===== src/hdl/packet_frame_receiver_defines.svh =====
// Assertion macros used by the packet frame receiver core.
`ifndef PACKET_FRAME_RECEIVER_DEFINES_SVH
`define PACKET_FRAME_RECEIVER_DEFINES_SVH

// Check an expression at every clock edge outside reset.
`define PFR_ASSERT(lbl, expr, msg) \
    lbl: assert property (@(posedge aclk) disable iff (!aresetn) (expr)) else $error(msg);

// Check that a condition implies another in the same cycle.
`define PFR_ASSERT_IMP(lbl, ante, cons, msg) \
    lbl: assert property (@(posedge aclk) disable iff (!aresetn) (ante) |-> (cons)) \
        else $error(msg);

// Check that a condition implies another in the next cycle.
`define PFR_ASSERT_NXT(lbl, ante, cons, msg) \
    lbl: assert property (@(posedge aclk) disable iff (!aresetn) (ante) |=> (cons)) \
        else $error(msg);

`endif


===== src/hdl/pfr_pkg.sv =====
// Types and constants for the packet frame receiver.
`timescale 1ns / 1ps
`default_nettype none

package pfr_pkg;

    localparam int MAX_DATA = 64;
    localparam logic [7:0] MAX_DATA_B = 8'(MAX_DATA);
    localparam logic [7:0] START_BYTE_RESET = 8'd126;

    typedef enum logic [2:0] {
        PH_IDLE   = 3'd0,
        PH_TYPE   = 3'd1,
        PH_LENGTH = 3'd2,
        PH_DATA   = 3'd3,
        PH_CHECK  = 3'd4
    } phase_t;

    typedef struct packed {
        logic       is_end;
        logic [7:0] frame_type;
        logic [7:0] payload_byte;
        logic [7:0] byte_index;
        logic [7:0] frame_length;
        logic       checksum_ok;
        logic       length_capped;
    } pfr_result_t;

endpackage

`default_nettype wire


===== src/hdl/pfr_in_stage.sv =====
// Input register that holds one received byte until the deframer takes it.
`timescale 1ns / 1ps
`default_nettype none

module pfr_in_stage (
    input  wire logic       aclk,
    input  wire logic       aresetn,
    input  wire logic       s_valid,
    output logic            s_ready,
    input  wire logic [7:0] s_rx_byte,
    input  wire logic       take,
    output logic            item_valid,
    output logic [7:0]      item_byte
);
    import pfr_pkg::*;

    logic       valid_reg;
    logic       valid_next;
    logic [7:0] byte_reg;

    assign s_ready    = !valid_reg || take;
    assign item_valid = valid_reg;
    assign item_byte  = byte_reg;

    always_comb begin
        valid_next = valid_reg;
        if (s_valid && s_ready) begin
            valid_next = 1'b1;
        end else if (take) begin
            valid_next = 1'b0;
        end
    end

    always_ff @(posedge aclk) begin
        if (!aresetn) begin
            valid_reg <= 1'b0;
        end else begin
            valid_reg <= valid_next;
        end
    end

    always_ff @(posedge aclk) begin
        if (s_valid && s_ready) begin
            byte_reg <= s_rx_byte;
        end
    end

endmodule

`default_nettype wire


===== src/hdl/pfr_core.sv =====
// Frame state machine, checksum and payload counting for the receiver.
`timescale 1ns / 1ps
`default_nettype none
`include "packet_frame_receiver_defines.svh"

module pfr_core (
    input  wire logic       aclk,
    input  wire logic       aresetn,
    input  wire logic       cfg_we,
    input  wire logic [7:0] cfg_wdata,
    input  wire logic       item_valid,
    input  wire logic [7:0] item_byte,
    input  wire logic       out_free,
    output logic            take,
    output logic            res_valid,
    output pfr_pkg::pfr_result_t res
);
    import pfr_pkg::*;

    phase_t     phase_reg;
    phase_t     phase_next;
    logic [7:0] start_byte_reg;
    logic [7:0] count_reg;
    logic [7:0] count_next;
    logic [7:0] xor_reg;
    logic [7:0] xor_next;
    logic [7:0] type_reg;
    logic [7:0] type_next;
    logic [7:0] length_reg;
    logic [7:0] length_next;
    logic [7:0] count_inc;
    logic       produces;

    assign count_inc = count_reg + 8'd1;
    // Bytes that give no result never wait on the output side.
    assign take      = item_valid && (out_free || !produces);
    assign res_valid = take && produces;

    // Next state
    always_comb begin
        phase_next = phase_reg;
        if (take) begin
            case (phase_reg)
                PH_TYPE: begin
                    phase_next = PH_LENGTH;
                end
                PH_LENGTH: begin
                    phase_next = (item_byte == 8'd0) ? PH_CHECK : PH_DATA;
                end
                PH_DATA: begin
                    if (count_inc >= length_reg || count_inc >= MAX_DATA_B) begin
                        phase_next = PH_CHECK;
                    end
                end
                PH_CHECK: begin
                    phase_next = PH_IDLE;
                end
                default: begin
                    phase_next = (item_byte == start_byte_reg) ? PH_TYPE : PH_IDLE;
                end
            endcase
        end
    end

    // Outputs of the state machine
    always_comb begin
        produces          = 1'b0;
        res.is_end        = 1'b0;
        res.frame_type    = type_reg;
        res.payload_byte  = 8'd0;
        res.byte_index    = count_reg;
        res.frame_length  = length_reg;
        res.checksum_ok   = 1'b0;
        res.length_capped = 1'b0;
        case (phase_reg)
            PH_DATA: begin
                produces         = 1'b1;
                res.payload_byte = item_byte;
            end
            PH_CHECK: begin
                produces          = 1'b1;
                res.is_end        = 1'b1;
                res.checksum_ok   = (item_byte == xor_reg);
                res.length_capped = (length_reg > MAX_DATA_B);
            end
            default: begin
                produces = 1'b0;
            end
        endcase
    end

    // Frame datapath
    always_comb begin
        count_next  = count_reg;
        xor_next    = xor_reg;
        type_next   = type_reg;
        length_next = length_reg;
        if (take) begin
            case (phase_reg)
                PH_TYPE: begin
                    type_next = item_byte;
                    xor_next  = item_byte;
                end
                PH_LENGTH: begin
                    length_next = item_byte;
                    xor_next    = xor_reg ^ item_byte;
                    count_next  = 8'd0;
                end
                PH_DATA: begin
                    xor_next   = xor_reg ^ item_byte;
                    count_next = count_inc;
                end
                default: begin
                    count_next = count_reg;
                end
            endcase
        end
    end

    always_ff @(posedge aclk) begin
        if (!aresetn) begin
            phase_reg      <= PH_IDLE;
            start_byte_reg <= START_BYTE_RESET;
            count_reg      <= 8'd0;
            xor_reg        <= 8'd0;
            type_reg       <= 8'd0;
            length_reg     <= 8'd0;
        end else begin
            phase_reg  <= phase_next;
            count_reg  <= count_next;
            xor_reg    <= xor_next;
            type_reg   <= type_next;
            length_reg <= length_next;
            if (cfg_we) begin
                start_byte_reg <= cfg_wdata;
            end
        end
    end

    `PFR_ASSERT(a_count_capped, count_reg <= MAX_DATA_B, "payload count beyond cap")
    `PFR_ASSERT_IMP(a_data_index, res_valid && !res.is_end, res.byte_index < MAX_DATA_B,
                    "payload index beyond cap")
    `PFR_ASSERT_NXT(a_end_to_idle, res_valid && res.is_end, phase_reg == PH_IDLE,
                    "end result did not close the frame")
    `PFR_ASSERT_NXT(a_len_zero_skip, take && phase_reg == PH_LENGTH && item_byte == 8'd0,
                    phase_reg == PH_CHECK, "zero length did not skip to checksum")

endmodule

`default_nettype wire


===== src/hdl/pfr_out_stage.sv =====
// Result register that holds one result until the sink takes it.
`timescale 1ns / 1ps
`default_nettype none

module pfr_out_stage (
    input  wire logic                 aclk,
    input  wire logic                 aresetn,
    input  wire logic                 res_valid,
    input  wire pfr_pkg::pfr_result_t res,
    output logic                      out_free,
    output logic                      m_valid,
    input  wire logic                 m_ready,
    output pfr_pkg::pfr_result_t      m_res
);
    import pfr_pkg::*;

    logic        valid_reg;
    logic        valid_next;
    pfr_result_t res_reg;

    assign out_free = !valid_reg || m_ready;
    assign m_valid  = valid_reg;
    assign m_res    = res_reg;

    always_comb begin
        valid_next = valid_reg;
        if (res_valid) begin
            valid_next = 1'b1;
        end else if (m_ready) begin
            valid_next = 1'b0;
        end
    end

    always_ff @(posedge aclk) begin
        if (!aresetn) begin
            valid_reg <= 1'b0;
        end else begin
            valid_reg <= valid_next;
        end
    end

    always_ff @(posedge aclk) begin
        if (res_valid) begin
            res_reg <= res;
        end
    end

endmodule

`default_nettype wire


===== src/hdl/packet_frame_receiver.sv =====
// Top level of the packet frame receiver: byte deframer with XOR checksum.
//
//   Channel  Ports                         Moves
//   s_       s_valid/s_ready, s_rx_byte    one received byte per transfer
//   m_       m_valid/m_ready, m_* fields   one payload or end result per transfer
//   cfg_     cfg_we, cfg_wdata             start byte register, no wait
//
// One byte per cycle sustained while the sink keeps m_ready high; each byte is
// held in the input register and, if it gives a result, then in the result register.
// Reset (aresetn low, synchronous) empties both registers, returns to idle
// and loads start byte 126.
// A stalled result register holds the input register only while the waiting
// byte gives a result; dropped, start, type and length bytes pass regardless.
`timescale 1ns / 1ps
`default_nettype none

module packet_frame_receiver (
    input  wire logic       aclk,
    input  wire logic       aresetn,
    input  wire logic       cfg_we,
    input  wire logic [7:0] cfg_wdata,
    input  wire logic       s_valid,
    output logic            s_ready,
    input  wire logic [7:0] s_rx_byte,
    output logic            m_valid,
    input  wire logic       m_ready,
    output logic            m_is_end,
    output logic [7:0]      m_frame_type,
    output logic [7:0]      m_payload_byte,
    output logic [7:0]      m_byte_index,
    output logic [7:0]      m_frame_length,
    output logic            m_checksum_ok,
    output logic            m_length_capped
);
    import pfr_pkg::*;

    logic        take;
    logic        item_valid;
    logic [7:0]  item_byte;
    logic        out_free;
    logic        res_valid;
    pfr_result_t res;
    pfr_result_t m_res;

    pfr_in_stage u_in (
        .aclk       (aclk),
        .aresetn    (aresetn),
        .s_valid    (s_valid),
        .s_ready    (s_ready),
        .s_rx_byte  (s_rx_byte),
        .take       (take),
        .item_valid (item_valid),
        .item_byte  (item_byte)
    );

    pfr_core u_core (
        .aclk       (aclk),
        .aresetn    (aresetn),
        .cfg_we     (cfg_we),
        .cfg_wdata  (cfg_wdata),
        .item_valid (item_valid),
        .item_byte  (item_byte),
        .out_free   (out_free),
        .take       (take),
        .res_valid  (res_valid),
        .res        (res)
    );

    pfr_out_stage u_out (
        .aclk      (aclk),
        .aresetn   (aresetn),
        .res_valid (res_valid),
        .res       (res),
        .out_free  (out_free),
        .m_valid   (m_valid),
        .m_ready   (m_ready),
        .m_res     (m_res)
    );

    assign m_is_end        = m_res.is_end;
    assign m_frame_type    = m_res.frame_type;
    assign m_payload_byte  = m_res.payload_byte;
    assign m_byte_index    = m_res.byte_index;
    assign m_frame_length  = m_res.frame_length;
    assign m_checksum_ok   = m_res.checksum_ok;
    assign m_length_capped = m_res.length_capped;

endmodule

`default_nettype wire

===== config.mk =====
export PLATFORM = sky130hd
export DESIGN_NAME = packet_frame_receiver
export DESIGN_NICKNAME = d
export VERILOG_FILES = /design/src/hdl/pfr_pkg.sv /design/src/hdl/pfr_in_stage.sv /design/src/hdl/pfr_core.sv /design/src/hdl/pfr_out_stage.sv /design/src/hdl/packet_frame_receiver.sv
export VERILOG_INCLUDE_DIRS = /design/src /design/src/hdl
export SDC_FILE = /design/constraint.sdc
export NUM_CORES = 1
export LEC_CHECK = 0
export ABC_AREA = 1
export ABC_CLOCK_PERIOD_IN_PS = 4000
export BUFFER_PORTS_ARGS = -buffer_cell sky130_fd_sc_hd__buf_4
export CAP_MARGIN = 20
export CORE_MARGIN = 2
export CORE_UTILIZATION = 40
export DETAILED_ROUTE_END_ITERATION = 7
export PLACE_DENSITY = 0.61
export RECOVER_POWER = 100
export SKIP_CTS_REPAIR_TIMING = 1
export SLEW_MARGIN = 0
export SYNTH_ARGS = -nofsm -noshare
export SYNTH_HDL_FRONTEND = slang
export SYNTH_SLANG_ARGS = --single-unit
export TNS_END_PERCENT = 50

===== constraint.sdc =====
create_clock -name aclk -period 4 [get_ports aclk]
set_input_delay 0.4 -clock aclk [delete_from_list [all_inputs] [get_ports aclk]]
set_output_delay 0.4 -clock aclk [all_outputs]
set_load 0.005 [all_outputs]

==> run_results.csv, run 1 <==
group,metric,value,unit
sta,setup_viol,0,
place,placed_area,4260,um^2
sta,slew_viol_final,0,
critical_path,crit_path_start_kind,"register",
critical_path,cp-end-kind,"register",
clocking,root_buffer,"clkbuf_8",
critical_path,setup.worst_path.start,"u_core.phase_reg[2]",
critical_path,worstPathArrival,2770,ps
route,wirelength,7930,um
cells_and_area,fill_cells,879,
route,ant_nets,0,
cells_and_area,largest_reg_flops,35,
clocking,clock_sinks,88,
hold_path,hp-class,"input port to register",
logic_synthesis,ys_async_sr_fraction,0,
logic_synthesis,ys_warn_count,0,
sta,maxSlewHeadroom,0.343,
cells_and_area,antennaDiodeCount,0,
clocking,cts_tree,"yes",
logic_synthesis,synth_top_area_frac,0.344,
sta,tightest_slew,985,ps
route,vias,2811,
outcome,status,"finished, final reports clean",
grt,grt_antenna_before_repair,0,
sta,finalCriticalPeriod,2850,ps
cells_and_area,finalInstanceArea,4390,um^2
cells_and_area,synthToLayoutAreaGrowth,16.9,%
logic_synthesis,syn-cell-area,3760,um^2
hold_path,worstHoldStart,"s_rx_byte[0]",
route,drt_iter0_markers,178,
logic_synthesis,synth_ff_type,"dfxtp_1",
cells_and_area,final_util,0.477,
power,powerDensity,383,nW/um^2
logic_synthesis,synth.most_common_cell,"nand2_1",
die,dieArea,10200,um^2
die,start_util,0.408,
clocking,numCtsBuffers,9,
grt,grt_max_degree,37,
route,viasPerCell,4.86,
cells_and_area,num-nets-final,492,
logic_synthesis,synth.net_count,434,
logic_synthesis,yosys-top-cells-count,"nand2_1 (87), inv_1 (47), a21oi_1 (45), dfxtp_1 (45), edfxtp_1 (43)",
route,firstDrtPassIters,4,
logic_synthesis,synth.distinct_cells,30,
clocking,clkLatencyLatePin,350,ps
run,drv_cap,0,
critical_path,rr_startpoint,"u_core.phase_reg[2]",
power,power.total,1.68,mW
clocking,clkTransAtPathRegs,90,ps
place,io_buffers,57,
die,core-area,9200,um^2
place,place_hpwl,5630,um
die,die_y,101,um
grt,overflow,0,
die,ioPinCount,58,
critical_path,criticalPathCategory,"register to register",
logic_synthesis,syn_avg_cell_area,9.30,um^2
clocking,cts_max_level,3,
sta,rsz0062_at_grt,"false",
route,remaining_drc_errors,0,
place,gp_congestion,0.835,
power,ir_drop,0.149,mV
grt,grt_pass1_vias,2632,
logic_synthesis,synth_largest_area_cell,"edfxtp_1",
sta,fmax,0.351,GHz
logic_synthesis,synth-edff-count,43,
logic_synthesis,synth_cells,404,
critical_path,worstPathMaxFanout,36,
sta,period_share,0.713,
grt,grtUsageTotal,0.161,
logic_synthesis,synthTopCellsByArea,"edfxtp_1 (34%), dfxtp_1 (24%), nand2_1 (8.7%), a21oi_1 (6.0%), inv_1 (4.7%)",
die,fp.dieW,101,um
critical_path,worst_ep_required_time,3920,ps
cells_and_area,drive_above_1_share,0.161,
sta,final.setup_skew,3.66,ps
clocking,max-clock-path-buffers,2,
grt,grt_pass1_wl,12800,um
logic_synthesis,synth_seq_cells,88,
sta,fin_setup_tns,0,ps
sta,hold_viol_final,0,
die,rows,35,
power,power.leakage,1.88,nW
logic_synthesis,ys_seq_area_frac,0.584,
route,post_drt_wl_per_cell,13.7,um
## power breakdown
group	switching, mW	internal, mW	total, mW
sequential	0.0201	0.967	0.987
clock	0.337	0.231	0.568
combinational	0.0791	0.0478	0.127
## layout make-up
cell class	instances	area, um^2	share of cell area
Timing Repair Buffer	58	425	0.0969
Multi-Input combinational cell	256	1260	0.288
Inverter	49	188	0.0427
Clock inverter	7	57.6	0.0131
Sequential cell	88	2190	0.499
Clock buffer	9	124	0.0282
Tap cell	111	139	0.0316
## path summary, 6_finish.rpt
check | end | slack [ps] | cells after the start
hold / removal | u_in.item_byte[0] | 240 | 1
setup / recovery | u_out.m_res[22] | 1150 | 9
hold reg to reg | u_out.m_res[32] | 430 | 0
setup reg to reg | u_out.m_res[22] | 1150 | 9
## layout by cell type (no fill, tap or decap), types with 2 or more instances in the layout
master / count
o21ai_0: 33
nand4_1: 4
o21ai_1: 8
nand2_1: 91
clkinvlp_4: 3
clkinv_4: 3
clkbuf_4: 45
a21oi_1: 45
nor2_1: 32
xnor2_1: 3
buf_4: 10
edfxtp_1: 43
xor2_1: 10
ha_1: 9
clkbuf_1: 2
dfxtp_1: 45
nand3_1: 14
inv_1: 47
clkbuf_8: 9
## cell families after synthesis
family | share of synthesized area
fa+ha+maj | 0.0300
simple gates | 0.168
compound gates | 0.119
xor+xnor | 0.0303
buf+inv | 0.0696
flops | 0.584
## worst max-delay path, cell delays in order, from the launching register on
cell	delay, ps
dfxtp_1	340
inv_1	90
nand3_1	400
nand2_1	280
nand2_1	80
nand2_1	130
clkinvlp_2	360
nand2_1	150
inv_1	40
clkbuf_2	510
## layer usage
layer,track usage,up-vias,part of all wire
met5,0,-,0
met4,0.0655,0,0.014
met2,0.235,76,0.44
met1,0.234,1279,0.49
li1,-,1448,-
met3,0.0326,8,0.052
## metrics by stage
stage | setup WS (ps) | instances | hold WS, ps
floorplan | 2040 | 404 | 408
global placement | 1820 | 562 | 417
detailed placement | 1780 | 562 | 418
CTS | 1760 | 578 | 203
global route | 856 | 578 | 226
finish | 1150 | 578 | 238
(Power assumes the default switching activity.)
==> run 2, diff against run 1 <==
ABC_AREA = 0   (was 1)
ABC_CLOCK_PERIOD_IN_PS = 2400   (was 4000)
PLACE_DENSITY = 0.63   (was 0.61)
clock period = 2.4 ns   (was 4 ns; I/O delays follow)
==> run_results.csv, run 2 <==
group,metric,value,unit
outcome,status,"finished, final reports clean",
place,io_buffers,57,
grt,overflow,0,
sta,hold_viol_final,0,
logic_synthesis,synth_cells,356,
clocking,cts_tree,"yes",
cells_and_area,layout_common_cells,"nand2_1 (51), clkbuf_4 (44), dfxtp_1 (44)",
die,rows,35,
cells_and_area,num-nets-final,441,
logic_synthesis,synth.most_common_cell,"nand2_1",
logic_synthesis,ys_async_sr_fraction,0,
run,drv_cap,0,
logic_synthesis,syn_avg_cell_area,10.8,um^2
logic_synthesis,ys_warn_count,0,
logic_synthesis,synth-edff-count,43,
clocking,root_buffer,"clkbuf_8",
critical_path,worstPathMaxFanout,12,
critical_path,criticalPathCategory,"register to primary output",
clocking,clock_sinks,88,
place,gp_congestion,0.850,
grt,grt_pass1_vias,2602,
cells_and_area,drive_above_1_share,0.231,
cells_and_area,final_util,0.492,
sta,fin_setup_tns,0,ps
die,die_y,102,um
clocking,numCtsBuffers,9,
grt,grt_pass1_wl,13000,um
clocking,cts_max_level,3,
route,wirelength,7950,um
logic_synthesis,synth_largest_area_cell,"edfxtp_1",
hold_path,hp-class,"input port to register",
route,firstDrtPassIters,4,
sta,finalCriticalPeriod,2270,ps
sta,rsz0062_at_grt,"false",
die,ioPinCount,58,
cells_and_area,mostFrequentLayoutCell,"nand2_1",
logic_synthesis,yosys-top-cells-count,"nand2_1 (51), dfxtp_1 (45), edfxtp_1 (43), a21oi_1 (32), nor2_1 (22)",
sta,tightest_slew,1230,ps
die,dieArea,10400,um^2
cells_and_area,regArea,2190,um^2
logic_synthesis,ys_seq_area_frac,0.569,
sta,period_share,0.947,
clocking,max-clock-path-buffers,2,
critical_path,worstPathArrival,2030,ps
sta,slew_viol_final,0,
grt,grt_max_degree,38,
critical_path,cpPeakStageDelay,510,ps
clocking,clkTransAtPathRegs,100,ps
die,start_util,0.415,
cells_and_area,largest_reg_flops,35,
critical_path,worstPathBufferInverterCount,2,
cells_and_area,synthToLayoutAreaGrowth,18.6,%
route,post_drt_wl_per_cell,14.6,um
power,powerDensity,596,nW/um^2
critical_path,path_cells,"or3b_4, clkinv_4, nor2_1, or3_4, clkbuf_4",
critical_path,crit_path_start_kind,"register",
critical_path,crit_slowest_cell,"or3b_4",
logic_synthesis,synth.net_count,386,
die,fp.dieW,102,um
critical_path,worst_ep_required_time,2160,ps
logic_synthesis,synth_top_area_frac,0.335,
route,drt_iter0_markers,126,
cells_and_area,antennaDiodeCount,0,
logic_synthesis,synth_seq_cells,88,
sta,maxSlewHeadroom,0.180,
grt,grt_antenna_before_repair,0,
sta,setup_viol,0,
clocking,clkLatencyLatePin,360,ps
power,power.leakage,1.67,nW
power,ir_drop,0.261,mV
logic_synthesis,synthTopCellsByArea,"edfxtp_1 (34%), dfxtp_1 (23%), nand2_1 (5.0%), xnor2_1 (4.3%), a21oi_1 (4.2%)",
logic_synthesis,synth_ff_type,"dfxtp_1",
logic_synthesis,syn-cell-area,3850,um^2
grt,grtUsageTotal,0.165,
sta,final.setup_skew,9.60,ps
critical_path,cp-end-kind,"primary output",
die,core-area,9280,um^2
place,place_hpwl,5470,um
logic_synthesis,synth.distinct_cells,53,
critical_path,cp_top_family,"simple AND/OR/NAND/NOR gates",
cells_and_area,multi_input_area,1490,um^2
sta,fmax,0.440,GHz
route,remaining_drc_errors,0,
route,ant_nets,0,
route,vias,2705,
route,viasPerCell,4.96,
cells_and_area,fill_cells,874,
[run 2: worst paths after layout]
check	startpoint	end	slack, ps	cells after the start
setup reg to reg	u_core.count_reg[4]	u_core.phase_reg[2]	180	9
hold reg to reg	u_core.type_reg[7]	u_out.m_res[33]	440	0
hold / removal	s_rx_byte[3]	u_in.item_byte[3]	70	1
setup / recovery	u_core.phase_reg[0]	s_ready	130	5
[run 2: where the power goes]
group	internal [mW]	leakage (nW)	switching [mW]
combinational	0.0501	0.820	0.0398
clock	0.410	0.101	0.594
sequential	1.58	0.748	0.0452
total	2.04	1.67	0.679
[run 2: metal layers]
layer | global-route usage | vias to the layer above | part of all wire
li1 | - | 1360 | -
met1 | 0.228 | 1255 | 0.46
met2 | 0.257 | 82 | 0.46
met3 | 0.0369 | 8 | 0.061
met4 | 0.0544 | 0 | 0.014
met5 | 0 | - | 0
[run 2: layout make-up]
cell class | count | area share
clock inverter | 7 | 0.0162
multi-input combinational | 234 | 0.326
sequential | 88 | 0.481
inverter | 12 | 0.0110
timing repair buffer | 66 | 0.104
clock buffer | 9 | 0.0271
tap | 129 | 0.0354
[run 2: kinds of logic (layout without fill, tap and decap cells)]
logic type	count (synthesis)	count (layout)	share of synthesized area
flops	88	88	0.569
xor+xnor	22	22	0.0501
fa+ha+maj	9	9	0.0292
compound gates	73	73	0.121
mux	10	10	0.0260
simple gates	120	120	0.161
buf+inv	34	94	0.0442
[run 2: stage by stage]
| stage | hold WS (ps) | cells | area (um^2) | worst slack (ps) | total power, mW |
|---|---|---|---|---|---|
| global route | 51.8 | 545 | 4560 | 39.4 | 2.82 |
| detailed placement | 418 | 529 | 4390 | 83.5 | 1.76 |
| CTS | 36.9 | 545 | 4590 | 76.4 | 2.75 |
| finish | 70.1 | 545 | 4560 | 127 | 2.72 |
| global placement | 414 | 529 | 4390 | 203 | 1.75 |
| floorplan | 339 | 356 | 3850 | 63.4 | 1.71 |
[run 2: worst reg2reg max path, cell delays in order (launching register included)]
cell and delay, ps:
dfxtp_1 420, and4_4 270, and2_1 210, xor2_2 180, ha_1 260, a21o_1 170, a211oi_2 210, o31a_2 200
a21oi_2 70, mux2i_1 130
==> run 3, diff against run 2 <==
GPL_TIMING_DRIVEN = 0   (was not set)
==> run_results.csv, run 3 (same netlist as run 2, synthesis figures left out) <==
group,metric,value,unit
critical_path,ff2ff_setup_slack,110,ps
critical_path,worstPathArrival,2520,ps
cells_and_area,layout_common_cells,"nand2_1 (52), clkbuf_4 (44), edfxtp_1 (43)",
critical_path,setup.worst_path.start,"u_core.count_reg[5]",
cells_and_area,mostFrequentLayoutCell,"nand2_1",
critical_path,rr_startpoint,"u_core.count_reg[5]",
route,remaining_drc_errors,0,
die,rows,35,
outcome,status,"finished, final reports clean",
critical_path,r2r-end,"u_core.phase_reg[2]",
critical_path,path_cells,"and4_4, and2_1, xor2_2, ha_1, a21o_1, a211oi_1, o31a_2, a21oi_2, mux2i_1",
die,ioPinCount,58,
grt,grt_pass1_vias,2595,
cells_and_area,num-nets-final,453,
cells_and_area,drive_above_1_share,0.222,
power,ir_drop,0.354,mV
die,core-area,9280,um^2
critical_path,worst_ep_required_time,2630,ps
critical_path,endpoint,"u_core.phase_reg[2]",
cells_and_area,final_util,0.496,
grt,grt_max_degree,36,
die,die_y,102,um
clocking,clkLatencyLatePin,350,ps
clocking,max-clock-path-buffers,2,
route,firstDrtPassIters,4,
clocking,clkTransAtPathRegs,90,ps
route,ant_nets,0,
route,drt_iter0_markers,122,
critical_path,criticalPathCategory,"register to register",
sta,hold_viol_final,0,
route,vias,2770,
route,viasPerCell,4.97,
cells_and_area,synthToLayoutAreaGrowth,19.5,%
run,drv_cap,0,
grt,grt_antenna_before_repair,0,
sta,maxSlewHeadroom,0.342,
die,dieArea,10400,um^2
power,powerDensity,594,nW/um^2
clocking,root_buffer,"clkbuf_8",
critical_path,ff2ff_path_depth,9,
place,gp_congestion,0.794,
critical_path,cp-end-kind,"register",
clocking,clock_sinks,88,
power,power.leakage,1.64,nW
grt,overflow,0,
place,place_hpwl,5370,um
hold_path,worstHoldStart,"s_rx_byte[3]",
hold_path,hp-class,"input port to register",
grt,grtUsageTotal,0.163,
sta,final.setup_skew,14.1,ps
critical_path,cpPeakStageDelay,400,ps
die,start_util,0.415,
power,power.total,2.73,mW
sta,slew_viol_final,0,
critical_path,worstPathMaxFanout,4,
cells_and_area,fill_cells,880,
place,io_buffers,56,
sta,finalCriticalPeriod,2290,ps
route,post_drt_wl_per_cell,14.0,um
sta,setup_viol,0,
sta,period_share,0.955,
critical_path,crit_slowest_cell,"dfxtp_1",
critical_path,crit_path_start_kind,"register",
clocking,cts_tree,"yes",
grt,grt_pass1_wl,12900,um
route,wirelength,7810,um
sta,rsz0062_at_grt,"false",
clocking,numCtsBuffers,9,
clocking,cts_max_level,3,
die,fp.dieW,102,um
sta,fmax,0.436,GHz
cells_and_area,antennaDiodeCount,0,
cells_and_area,largest_reg_flops,35,
sta,tightest_slew,984,ps
## run 3: cell count changes in the layout (fill, tap and decap cells not counted), sizes merged
cell,previous run,this run
clkbuf,58,69
inv,15,12
clkinvlp,0,2
buf,17,18
bufinv,0,1
## run 3: metal layers
metal,up-vias,share of wire,wire (um),global-route usage
met5,-,0,0,0
met4,0,0.015,116,0.0800
met3,9,0.065,505,0.0342
met2,97,0.46,3560,0.251
met1,1279,0.46,3630,0.218
li1,1385,-,-,-
## run 3: layout make-up
| class | count | area [um^2] | area share |
|---|---|---|---|
| Buffer | 22 | 116 | 0.0253 |
| Clock buffer | 9 | 124 | 0.0269 |
| Timing Repair Buffer | 56 | 417 | 0.0906 |
| Inverter | 12 | 50.0 | 0.0109 |
| Tap cell | 129 | 161 | 0.0351 |
| Multi-Input combinational cell | 234 | 1460 | 0.318 |
| Clock inverter | 7 | 71.3 | 0.0155 |
| Sequential cell | 88 | 2200 | 0.478 |
## run 3: how the worst min path moves through the flow
stage / to / cells past startpoint
floorplan: u_in.item_byte[0] / 0
detailed placement: u_out.m_res[30] / 0
CTS: u_in.item_byte[3] / 1
global placement: u_out.m_res[27] / 0
global route: u_in.item_byte[3] / 1
finish: u_in.item_byte[3] / 1
## run 3: critical path, delay by kind of cell, from the launching register on
family	cells	cell delay, ps
AOI/OAI and AO/OA	4	700
and+or+nand+nor	2	480
DFF	1	400
adders and majority gates	1	270
xor gates and xnor gates	1	190
muxes	1	130
## run 3: power by group
part	switching (mW)	leakage, nW	internal, mW
Clock	0.529	0.0933	0.481
Combinational	0.0779	0.800	0.0556
Sequential	0.00964	0.750	1.58
Total	0.617	1.64	2.12
## run 3: through the flow
stage | hold slack, ps | instance area, um^2 | setup TNS [ps] | setup slack, ps | std cells
2_1_floorplan | 339 | 3850 | 0 | 63.4 | 356
3_3_place_gp | 415 | 4430 | -14390 | -413 | 541
3_5_place_dp | 418 | 4440 | -17.9 | -17.9 | 541
4_1_cts | 32.1 | 4630 | -66.6 | -49.1 | 557
5_1_grt | 58.4 | 4600 | 0 | 5.35 | 557
6_report | 78.9 | 4600 | 0 | 107 | 557
